File: src/sv/irdec_pkg.sv
// shared types, constants and key map of the ir frame decoder
`timescale 1ns / 1ps
package irdec_pkg;

   localparam int FRAME_LEN_DEF = 12;
   localparam int MAP_DEPTH     = 128;

   localparam int COUNT_W  = 24;
   localparam int CHAR_W   = 7;
   localparam int KEY_W    = 7;
   localparam int MODE_W   = 5;
   localparam int MODE_LSB = 7;

   // class k covers counts with k*DEN <= counts*NUM < (k+1)*DEN
   localparam int CLASS_NUM = 24;
   localparam int CLASS_DEN = 1000000;
   localparam logic [COUNT_W-1:0] CLASS1_MIN =
      COUNT_W'((1 * CLASS_DEN + CLASS_NUM - 1) / CLASS_NUM);
   localparam logic [COUNT_W-1:0] CLASS2_MIN =
      COUNT_W'((2 * CLASS_DEN + CLASS_NUM - 1) / CLASS_NUM);
   localparam logic [COUNT_W-1:0] CLASS3_MIN =
      COUNT_W'((3 * CLASS_DEN + CLASS_NUM - 1) / CLASS_NUM);

   localparam logic [MODE_W-1:0] MODE_RESET = MODE_W'(1);

   localparam int CSR_ADDR_W = 3;
   localparam int CSR_DATA_W = 32;
   localparam logic REG_ACCEPTED_MODE = 1'b0;

   localparam logic [KEY_W-1:0] KEY_ENTER = KEY_W'(8'h0B);
   localparam logic [KEY_W-1:0] KEY_CLEAR = KEY_W'(8'h3B);

   typedef struct packed {
      logic start;
      logic one;
      logic zero;
   } pulse_class_type;

   function automatic logic [CHAR_W-1:0] key_to_char(input logic [KEY_W-1:0] key);
      logic [CHAR_W-1:0] ch;
      case (key)
         KEY_W'(8'h00): ch = CHAR_W'(8'h31);  // '1'
         KEY_W'(8'h01): ch = CHAR_W'(8'h32);
         KEY_W'(8'h02): ch = CHAR_W'(8'h33);
         KEY_W'(8'h03): ch = CHAR_W'(8'h34);
         KEY_W'(8'h04): ch = CHAR_W'(8'h35);
         KEY_W'(8'h05): ch = CHAR_W'(8'h36);
         KEY_W'(8'h06): ch = CHAR_W'(8'h37);
         KEY_W'(8'h07): ch = CHAR_W'(8'h38);
         KEY_W'(8'h08): ch = CHAR_W'(8'h39);
         KEY_W'(8'h09): ch = CHAR_W'(8'h30);  // '0'
         KEY_ENTER:     ch = CHAR_W'(8'h0A);  // newline
         KEY_W'(8'h10): ch = CHAR_W'(8'h5E);  // '^'
         KEY_W'(8'h11): ch = CHAR_W'(8'h76);  // 'v'
         KEY_W'(8'h12): ch = CHAR_W'(8'h2B);  // '+'
         KEY_W'(8'h13): ch = CHAR_W'(8'h2D);  // '-'
         KEY_W'(8'h14): ch = CHAR_W'(8'h6D);  // 'm'
         KEY_W'(8'h15): ch = CHAR_W'(8'h70);  // 'p'
         KEY_CLEAR:     ch = CHAR_W'(8'h63);  // 'c'
         default:       ch = '0;
      endcase
      return ch;
   endfunction

endpackage

File: src/sv/irdec_classifier.sv
// sorts a pulse length into zero, one or start mark; longer pulses match none
`timescale 1ns / 1ps
module irdec_classifier
   import irdec_pkg::*;
(
   input  logic [COUNT_W-1:0] pulse_counts,
   output pulse_class_type    pulse_class
);

   always_comb begin
      pulse_class.zero  = pulse_counts < CLASS1_MIN;
      pulse_class.one   = (pulse_counts >= CLASS1_MIN) && (pulse_counts < CLASS2_MIN);
      pulse_class.start = (pulse_counts >= CLASS2_MIN) && (pulse_counts < CLASS3_MIN);
   end

endmodule

File: src/sv/irdec_frame.sv
// frame assembly state and key lookup
`timescale 1ns / 1ps
module irdec_frame
   import irdec_pkg::*;
#(
   parameter int FRAME_LEN = FRAME_LEN_DEF
) (
   input  logic              clock,
   input  logic              reset,
   input  logic              advance,
   input  pulse_class_type   pulse_class,
   input  logic [MODE_W-1:0] accepted_mode,
   output logic              emit,
   output logic [CHAR_W-1:0] key_char
);

   localparam int POS_W  = $clog2(FRAME_LEN + 1);
   localparam int EXT_W  = MODE_LSB + MODE_W;
   localparam int WIDE_W = (FRAME_LEN > EXT_W) ? FRAME_LEN : EXT_W;

   logic [FRAME_LEN-1:0] bits_ff, bits_in;
   logic [POS_W-1:0]     pos_ff, pos_in;
   logic                 open_ff, open_in;
   logic [WIDE_W-1:0]    wide_bits;
   logic                 done;

   always_comb begin
      bits_in = bits_ff;
      pos_in  = pos_ff;
      open_in = open_ff;
      if (pulse_class.start) begin
         bits_in = '0;
         pos_in  = '0;
         open_in = 1'b1;
      end else if ((pulse_class.zero || pulse_class.one) && open_ff) begin
         if (pulse_class.one) begin
            bits_in = bits_ff | (FRAME_LEN'(1) << pos_ff);
         end
         pos_in = pos_ff + POS_W'(1);
      end

      // bits past the frame length read as zero
      wide_bits = WIDE_W'(bits_in);
      done      = pos_in == POS_W'(FRAME_LEN);
      emit      = done && (wide_bits[MODE_LSB +: MODE_W] == accepted_mode);
      key_char  = key_to_char(wide_bits[KEY_W-1:0]);
      if (done) begin
         open_in = 1'b0;
         pos_in  = '0;
      end
   end

   always_ff @(posedge clock) begin
      if (reset) begin
         bits_ff <= '0;
         pos_ff  <= '0;
         open_ff <= 1'b0;
      end else if (advance) begin
         bits_ff <= bits_in;
         pos_ff  <= pos_in;
         open_ff <= open_in;
      end
   end

endmodule

File: src/sv/irdec_csr.sv
// register port holding the accepted mode
`timescale 1ns / 1ps
module irdec_csr
   import irdec_pkg::*;
(
   input  logic                  clock,
   input  logic                  reset,
   input  logic                  csr_psel,
   input  logic                  csr_penable,
   input  logic                  csr_pwrite,
   input  logic [CSR_ADDR_W-1:0] csr_paddr,
   input  logic [CSR_DATA_W-1:0] csr_pwdata,
   output logic [CSR_DATA_W-1:0] csr_prdata,
   output logic                  csr_pready,
   output logic [MODE_W-1:0]     accepted_mode
);

   logic [MODE_W-1:0] mode_ff;
   logic              reg_index;

   assign reg_index     = csr_paddr[CSR_ADDR_W-1];
   assign csr_pready    = 1'b1;
   assign accepted_mode = mode_ff;

   always_comb begin
      case (reg_index)
         REG_ACCEPTED_MODE: csr_prdata = CSR_DATA_W'(mode_ff);
         default:           csr_prdata = '0;
      endcase
   end

   always_ff @(posedge clock) begin
      if (reset) begin
         mode_ff <= MODE_RESET;
      end else if (csr_psel && csr_penable && csr_pwrite && csr_pready
                   && reg_index == REG_ACCEPTED_MODE) begin
         mode_ff <= csr_pwdata[MODE_W-1:0];
      end
   end

endmodule

File: src/sv/ir_pulse_width_frame_decoder.sv
// top level of the ir pulse-width frame decoder
// Usage:
//   req channel carries one measured low-pulse length per request (req_pulse_counts).
//   rsp channel returns one character (rsp_key_char) for each completed frame whose
//   mode matches the accepted mode; other pulses produce nothing.
//   csr port holds the accepted mode at byte address 0, reset value 1; write it only
//   while no request is in flight.
// Path: a taken request is held in the input register; when the result register is
//   free, its character is registered there for an emitting frame and shown on rsp_valid.
// Throughput: one request per cycle unless a full result register stalls. The input
//   register and the frame logic with its result register each hold one request, so
//   the next request is taken while a result waits.
// Stall: when rsp_ready is low and the result register is full, the request in the
//   input register waits there and req_ready drops until the result is taken.
// Reset: synchronous; clears both valid bits, the frame state (no frame open) and
//   sets the accepted mode back to 1.
`timescale 1ns / 1ps
module ir_pulse_width_frame_decoder
   import irdec_pkg::*;
#(
   parameter int FRAME_LEN = FRAME_LEN_DEF
) (
   input  logic                  clock,
   input  logic                  reset,
   input  logic                  req_valid,
   output logic                  req_ready,
   input  logic [COUNT_W-1:0]    req_pulse_counts,
   output logic                  rsp_valid,
   input  logic                  rsp_ready,
   output logic [CHAR_W-1:0]     rsp_key_char,
   input  logic                  csr_psel,
   input  logic                  csr_penable,
   input  logic                  csr_pwrite,
   input  logic [CSR_ADDR_W-1:0] csr_paddr,
   input  logic [CSR_DATA_W-1:0] csr_pwdata,
   output logic [CSR_DATA_W-1:0] csr_prdata,
   output logic                  csr_pready
);

   logic                in_valid_ff;
   logic [COUNT_W-1:0]  counts_ff;
   logic                out_valid_ff;
   logic [CHAR_W-1:0]   char_ff;
   logic                advance;
   logic                emit;
   logic [CHAR_W-1:0]   key_char;
   logic [MODE_W-1:0]   accepted_mode;
   pulse_class_type     pulse_class;

   // the held request moves on when the result slot is free or being emptied
   assign advance   = in_valid_ff && (!out_valid_ff || rsp_ready);
   assign req_ready = !in_valid_ff || advance;
   assign rsp_valid    = out_valid_ff;
   assign rsp_key_char = char_ff;

   irdec_csr u_csr (
      .clock         (clock),
      .reset         (reset),
      .csr_psel      (csr_psel),
      .csr_penable   (csr_penable),
      .csr_pwrite    (csr_pwrite),
      .csr_paddr     (csr_paddr),
      .csr_pwdata    (csr_pwdata),
      .csr_prdata    (csr_prdata),
      .csr_pready    (csr_pready),
      .accepted_mode (accepted_mode)
   );

   irdec_classifier u_classifier (
      .pulse_counts (counts_ff),
      .pulse_class  (pulse_class)
   );

   irdec_frame #(
      .FRAME_LEN (FRAME_LEN)
   ) u_frame (
      .clock         (clock),
      .reset         (reset),
      .advance       (advance),
      .pulse_class   (pulse_class),
      .accepted_mode (accepted_mode),
      .emit          (emit),
      .key_char      (key_char)
   );

   always_ff @(posedge clock) begin
      if (reset) begin
         in_valid_ff <= 1'b0;
      end else if (req_ready) begin
         in_valid_ff <= req_valid;
      end
   end

   always_ff @(posedge clock) begin
      if (req_ready && req_valid) begin
         counts_ff <= req_pulse_counts;
      end
   end

   always_ff @(posedge clock) begin
      if (reset) begin
         out_valid_ff <= 1'b0;
      end else if (advance && emit) begin
         out_valid_ff <= 1'b1;
      end else if (rsp_ready) begin
         out_valid_ff <= 1'b0;
      end
   end

   always_ff @(posedge clock) begin
      if (advance && emit) begin
         char_ff <= key_char;
      end
   end

endmodule

File: config.mk
export PLATFORM = sky130hd
export DESIGN_NAME = ir_pulse_width_frame_decoder
export DESIGN_NICKNAME = d
export VERILOG_FILES = /design/src/sv/irdec_pkg.sv /design/src/sv/irdec_classifier.sv /design/src/sv/irdec_frame.sv /design/src/sv/irdec_csr.sv /design/src/sv/ir_pulse_width_frame_decoder.sv
export SDC_FILE = /design/constraint.sdc
export NUM_CORES = 1
export LEC_CHECK = 0
export ABC_AREA = 1
export BUFFER_PORTS_ARGS = -buffer_cell sky130_fd_sc_hd__buf_2
export CAP_MARGIN = 20
export CORE_MARGIN = 4
export CORE_UTILIZATION = 46
export DETAILED_ROUTE_END_ITERATION = 8
export GPL_ROUTABILITY_DRIVEN = 0
export GPL_TIMING_DRIVEN = 1
export PLACE_DENSITY = 0.75
export SLEW_MARGIN = 20
export SYNTH_ARGS = -nofsm -noshare
export SYNTH_HDL_FRONTEND = slang
export SYNTH_SLANG_ARGS = --single-unit
File: constraint.sdc
create_clock -name clock -period 2.3 [get_ports clock]
set_clock_uncertainty 0.15 [all_clocks]
set_input_delay 0.115 -clock clock [delete_from_list [all_inputs] [get_ports clock]]
set_output_delay 0.115 -clock clock [all_outputs]
set_load 0.05 [all_outputs]
Word level (Yosys, flattened, before mapping)
Memories as Yosys holds them, arrays and structs flattened. A register that Yosys moved wholly into a read port is not among the register bits.
Cells that the tools add are included.
{"block": "totals", "memories": 1, "ff_bits": 48, "in_bits": 66, "rom_bits": 448}
{"block": "op_classes", "n_shift": 1, "n_addsub": 1, "muxes": 11, "n_bitwise": 2, "magnitude_cmp": 5, "reduce_logical": 18, "eq_ne": 2}
{"memory": "(no name shown)", "depth": 64, "word_bits": 7, "rd": 1, "rd_ports_with_merged_regs": 1, "write_ports": 0, "line_no": "irdec_pkg.sv:41", "rtl": "case (key)"}
{"cell": "24-bit by 17-bit less-than comparator with 1-bit output (second input constant)", "n": 2}
{"cell": "12-bit 2-to-1 mux", "n": 3}
{"cell": "24-bit by 16-bit greater-or-equal comparator with 1-bit output (second input constant)", "n": 1}
{"cell": "24-bit by 17-bit greater-or-equal comparator with 1-bit output (second input constant)", "n": 1}
{"cell": "24-bit by 16-bit less-than comparator with 1-bit output (second input constant)", "n": 1}
{"cell": "4-bit 2-to-1 mux", "n": 3}
{"cell": "12-bit bitwise OR", "n": 1}
{"cell": "1-bit by 4-bit << shifter with 12-bit output (first input constant)", "n": 1}
{"cell": "1-bit logical AND", "n": 10}
{"cell": "5-bit equality test", "n": 1}
{"cell": "5-bit 2-to-1 mux", "n": 1}
{"cell": "4-bit by 1-bit adder with 4-bit output (second input constant)", "n": 1}
{"cell": "4-bit equality test (second input constant)", "n": 1}
{"cell": "1-bit 2-to-1 mux", "n": 4}
{"cell": "2-bit nonzero test", "n": 2}
{"cell": "1-bit logical OR", "n": 3}
{"cell": "1-bit logical NOT", "n": 2}
{"cell": "2-bit AND reduction", "n": 1}
{"cell": "1-bit inverter", "n": 1}

Longest topological paths before layout
{"block": "logic_depth", "ltp_word": 10, "depth_mapped": 19, "ltp_nobuf": 19}

Cells and area by module
A second synthesis with hierarchy kept.
{"block": "hier_totals", "hier_cells": 429, "area_unflattened_um2": 3300.7}
{"module": "irdec_frame", "cells_per_inst": 218, "instances": 1, "area_per_inst_um2": 1398.8, "seq_area_each_um2": 340.3}
{"module": "ir_pulse_width_frame_decoder", "cells_per_inst": 49, "instances": 1, "area_per_inst_um2": 1036.0, "seq_area_each_um2": 970.9}
{"module": "irdec_csr", "cells_per_inst": 76, "instances": 1, "area_per_inst_um2": 491.7, "seq_area_each_um2": 100.1}
{"module": "irdec_classifier", "cells_per_inst": 86, "instances": 1, "area_per_inst_um2": 374.1, "seq_area_each_um2": 0.0}

Least setup slack after synthesis
Ideal clock, no wire load.
{"block": "synth_timing", "path_kind": "register -> register", "startpoint": "reg counts_ff[14]", "endpoint": "reg char_ff[1] (netlist: rsp_key_char[1]) (data pin)", "path_stages_with_launch": 20, "period_less_slack_ns": 2.499, "t_arrival_ns": 2.093, "setup_slack_ns": -0.199, "required_time_ns": 1.893, "path_buffers": 0, "cell_sequence": "edfxtp_1 > nand2_1 > inv_2 > nand3_1 > nor2_1 > nand2_1 > nand2_2 > nor2_4 > nand4_4 > o21bai_2 > inv_2 > nor2_4 > inv_1 > ha_1 > nand2_1 > o21ai_1 > nand2_1 > nand2_1 > nand2_1 > nand2_1"}
{"item": "start, declared", "line_no": "ir_pulse_width_frame_decoder.sv:41", "rtl": "logic [COUNT_W-1:0] counts_ff;"}
{"item": "start signal, assigned", "line_no": "ir_pulse_width_frame_decoder.sv:96", "rtl": "counts_ff <= req_pulse_counts;"}
{"item": "24-bit by 16-bit greater-or-equal comparator with 1-bit output / 24-bit by 17-bit less-than comparator with 1-bit output (equally long branches)", "line_no": "irdec_classifier.sv:12", "rtl": "pulse_class.one = (pulse_counts >= CLASS1_MIN) && (pulse_counts < CLASS2_MIN);"}
{"item": "1-bit logical AND", "line_no": "irdec_classifier.sv:12"}
{"item": "1-bit logical OR", "line_no": "irdec_frame.sv:35", "rtl": "end else if ((pulse_class.zero || pulse_class.one) && open_ff) begin"}
{"item": "1-bit logical AND", "line_no": "irdec_frame.sv:35"}
{"item": "12-bit 2-to-1 mux", "line_no": "irdec_frame.sv:35"}
{"item": "12-bit 2-to-1 mux (*)", "line_no": "irdec_frame.sv:31", "rtl": "if (pulse_class.start) begin"}
{"item": "named net u_frame.bits_in[0]", "line_no": "irdec_frame.sv:21", "rtl": "logic [FRAME_LEN-1:0] bits_ff, bits_in;"}
{"item": "end, declared", "line_no": "ir_pulse_width_frame_decoder.sv:43", "rtl": "logic [CHAR_W-1:0] char_ff;"}
Mark *: on every way through the listed nets, which the timed path passes. The rest lies on a longest branch.
A chain may end at the register's enable or synchronous reset.

Worst setup path in the final report
{"block": "layout_timing", "startpoint": "reg counts_ff[5]", "endpoint": "reg char_ff[5] (netlist: rsp_key_char[5]) (data pin)"}
Same word-level chain as after synthesis.

==> flow_metrics.tcl <==
set metrics [dict create \
    vias 3034 \
    routedWlPerCell_um 13.9 \
    vias_per_cell 4.81 \
    die_h_um 92.4 \
    fin_crit_ps 2730 \
    grt_pass1_wl_mm 13.6 \
    die-area_um2 8540 \
    initial_utilization_pct 47.7 \
    synth_cells 398 \
    setup-tns-final_ps -5120 \
    rows 30 \
    preCtsSetupSlack_ps -416 \
    clockBufferDepth 2 \
    fillers 515 \
    syn_area_um2 3280 \
    area_delta_synth_final_pct 38.9 \
    synth_top_area_share_pct 28.4 \
    muxShareOfSynthArea_pct 0 \
    clockRootBuffer "clkbuf_8" \
    maxSlewViolCount 0 \
    total_power_mw 2.03 \
    cts_buffers 5 \
    ys_seq_area_share_pct 43.1 \
    worstPathRequired_ps 2330 \
    drive_above_1_share_pct 37.5 \
    utilization_pct 66.3 \
    synth_edf_count 31 \
    synth_compound_area_share_pct 10.4 \
    yosysMostFrequentCell "nand2_1" \
    yosysWarningCount 0 \
    synth_seq_cells 55 \
    h-tree-depth 2 \
    ant_nets 0 \
    nets 610 \
    grt_antenna_before_repair 1 \
    coreArea_um2 6870 \
    rsz0062_at_grt "yes" \
    max_freq_ghz 0.367 \
    setup_viol 17 \
    cellLeakagePower_nw 2.01 \
    routed_wl_mm 8.78 \
    hpwl_mm 5.38 \
    crit_type "flip-flop to flip-flop" \
    yosys_most_used_dff "edfxtp_1" \
    ys_top_cells_by_count "nand2_1, inv_1, nor2_1, edfxtp_1, buf_4" \
    synthSimpleGateAreaFrac_pct 28.2 \
    critPathCaptureType "flip-flop" \
    synthArstFlopShare_pct 0 \
    yosysTopAreaCell "edfxtp_1" \
    status "finished, violations left" \
    drtPass1Iterations 6 \
    io_buffers 50 \
    grt_overflow 0 \
    ys_types 36 \
    synth_top_family_by_area "simple AND/OR/NAND/NOR gates" \
    synth-xor-area-share_pct 0.267 \
    vdd_ir_drop_max_v 0.000289 \
    setup_slack_ps -426 \
    hold_violations 0 \
    period_share_pct 119 \
    synthesis.area_per_instance_um2 8.24 \
    fp.dieW_um 92.4 \
    critPathMaxFanout 4 \
    grt_pass1_vias 2946 \
    synthAdderAreaFrac_pct 4.20 \
    holdCritPathClass "input pin to flip-flop" \
    grt.total_usage_pct 19.7 \
    clk_latency_ps 320 \
    drt_first_iter_violations 151 \
    start_kind "flip-flop" \
    io_pins 108 \
    cts.sinks 55 \
    p_per_area_nw_per_um2 446 \
    drc 0 \
    arrival_ps 2760 \
    synth.area.top_cells "edfxtp_1, dfxtp_1, nand2_1" \
    cts.clk_slew.worst_paths_ps 110 \
    grt_max_degree 25 \
    worst_hold_slack_ps 35.6 \
    maxCapViolations 0 \
    cts_tree "yes" \
    violations "setup timing" \
]
==> worst max-delay path, cell delays in order (launching register included) <==
cell	delay [ps]
edfxtp_1	380
inv_1	80
nand2_2	90
nor2_2	140
nand2_2	70
nand2_4	100
nand2_4	70
nor2_4	190
nand4_4	150
o21bai_4	170
inv_2	60
nor2_4	140
inv_2	70
buf_4	140
buf_6	100
ha_1	180
nand2_1	70
nand3_2	60
nand2_1	60
nand2_1	50
nand2_1	60
==> kinds of logic after synthesis <==
group / count (synthesis)
AOI/OAI and AO/OA: 49
adders and majority gates: 11
buffers and inverters: 87
xor gates and xnor gates: 1
and+or+nand+nor: 193
other: 2
DFF: 55
==> what timing repair did <==
action / in CTS / in global routing
cloned: 0 / 1
setup buffers: 10 / 8
pin swaps: 14 / 18
setup endpoints to repair: 15 / 30
hold endpoints to repair: 31 / 0
hold buffers: 33 / 0
gates resized for setup: 18 / 48
==> registers in the layout, summed over array words and instances, names as in the netlist <==
| name | count |
|---|---|
| rsp_key_char | 7 |
| u_frame.pos_ff | 4 |
| u_csr.accepted_mode | 5 |
| u_frame.bits_ff | 12 |
| counts_ff | 24 |
| u_frame.open_ff | 1 |
| rsp_valid | 1 |
| in_valid_ff | 1 |
==> cells in the final DEF (no fill, tap or decap), types with 3 or more instances in the layout <==
cell type,count
nor2_1,36
o211ai_1,4
a21oi_2,5
clkbuf_8,5
o21ai_2,7
dlygate4sd3_1,33
nand2_1,73
buf_2,51
buf_6,6
dfxtp_1,24
inv_1,42
nor3b_1,5
edfxtp_1,31
o21bai_4,3
buf_4,46
nand2_2,15
ha_1,8
nor3_1,7
nor2_4,9
conb_1,28
nand3_1,13
inv_2,6
a21oi_1,12
nand3_2,5
nand2_4,6
o21bai_2,5
nor2_2,14
o21ai_0,10
==> power breakdown <==
part           switching [mW]  leakage (nW)  internal [mW]  total (mW)
clock network           0.352        0.0502          0.227       0.579
registers              0.0247         0.490           1.07        1.10
logic                   0.238          1.47          0.118       0.356
total                   0.615          2.01           1.42        2.03
==> routing by layer <==
metal	share of wire [%]	GRT usage [%]	up-vias	wire length, um
met5	0	0	-	0
met4	2.5	6.81	0	221
met3	5.3	3.57	21	464
met2	53	36.8	104	4670
met1	39	22.4	1424	3420
li1	-	-	1485	-
==> metrics by stage <==
stage / cell area, um^2 / cells
floorplan: 3410 / 424
global placement: 3800 / 573
detailed placement: 3800 / 573
CTS: 4360 / 623
global route: 4550 / 631
finish: 4550 / 631
==> cell type report <==
class                      count  area (um^2)  share of cell area, %
antenna                        1         2.50                 0.0549
clock buffer                   5         68.8                   1.51
clock inverter                 3         28.8                  0.632
inverter                      53          210                   4.62
multi-input combinational    282         1710                   37.6
sequential                    55         1410                   31.0
tap                           96          120                   2.64
timing repair buffer         136          998                   21.9
==> final timing paths <==
| check | from | endpoint | slack [ps] | cells past startpoint |
|---|---|---|---|---|
| setup / recovery | counts_ff[5] | rsp_key_char[5] | -430 | 20 |
| hold reg to reg | u_frame.bits_ff[1] | u_frame.bits_ff[1] | 340 | 2 |
| hold / removal | csr_psel | u_csr.accepted_mode[0] | 40 | 3 |
| setup reg to reg | counts_ff[5] | rsp_key_char[5] | -430 | 20 |
No activity file was read; power rests on OpenSTA's default activity.
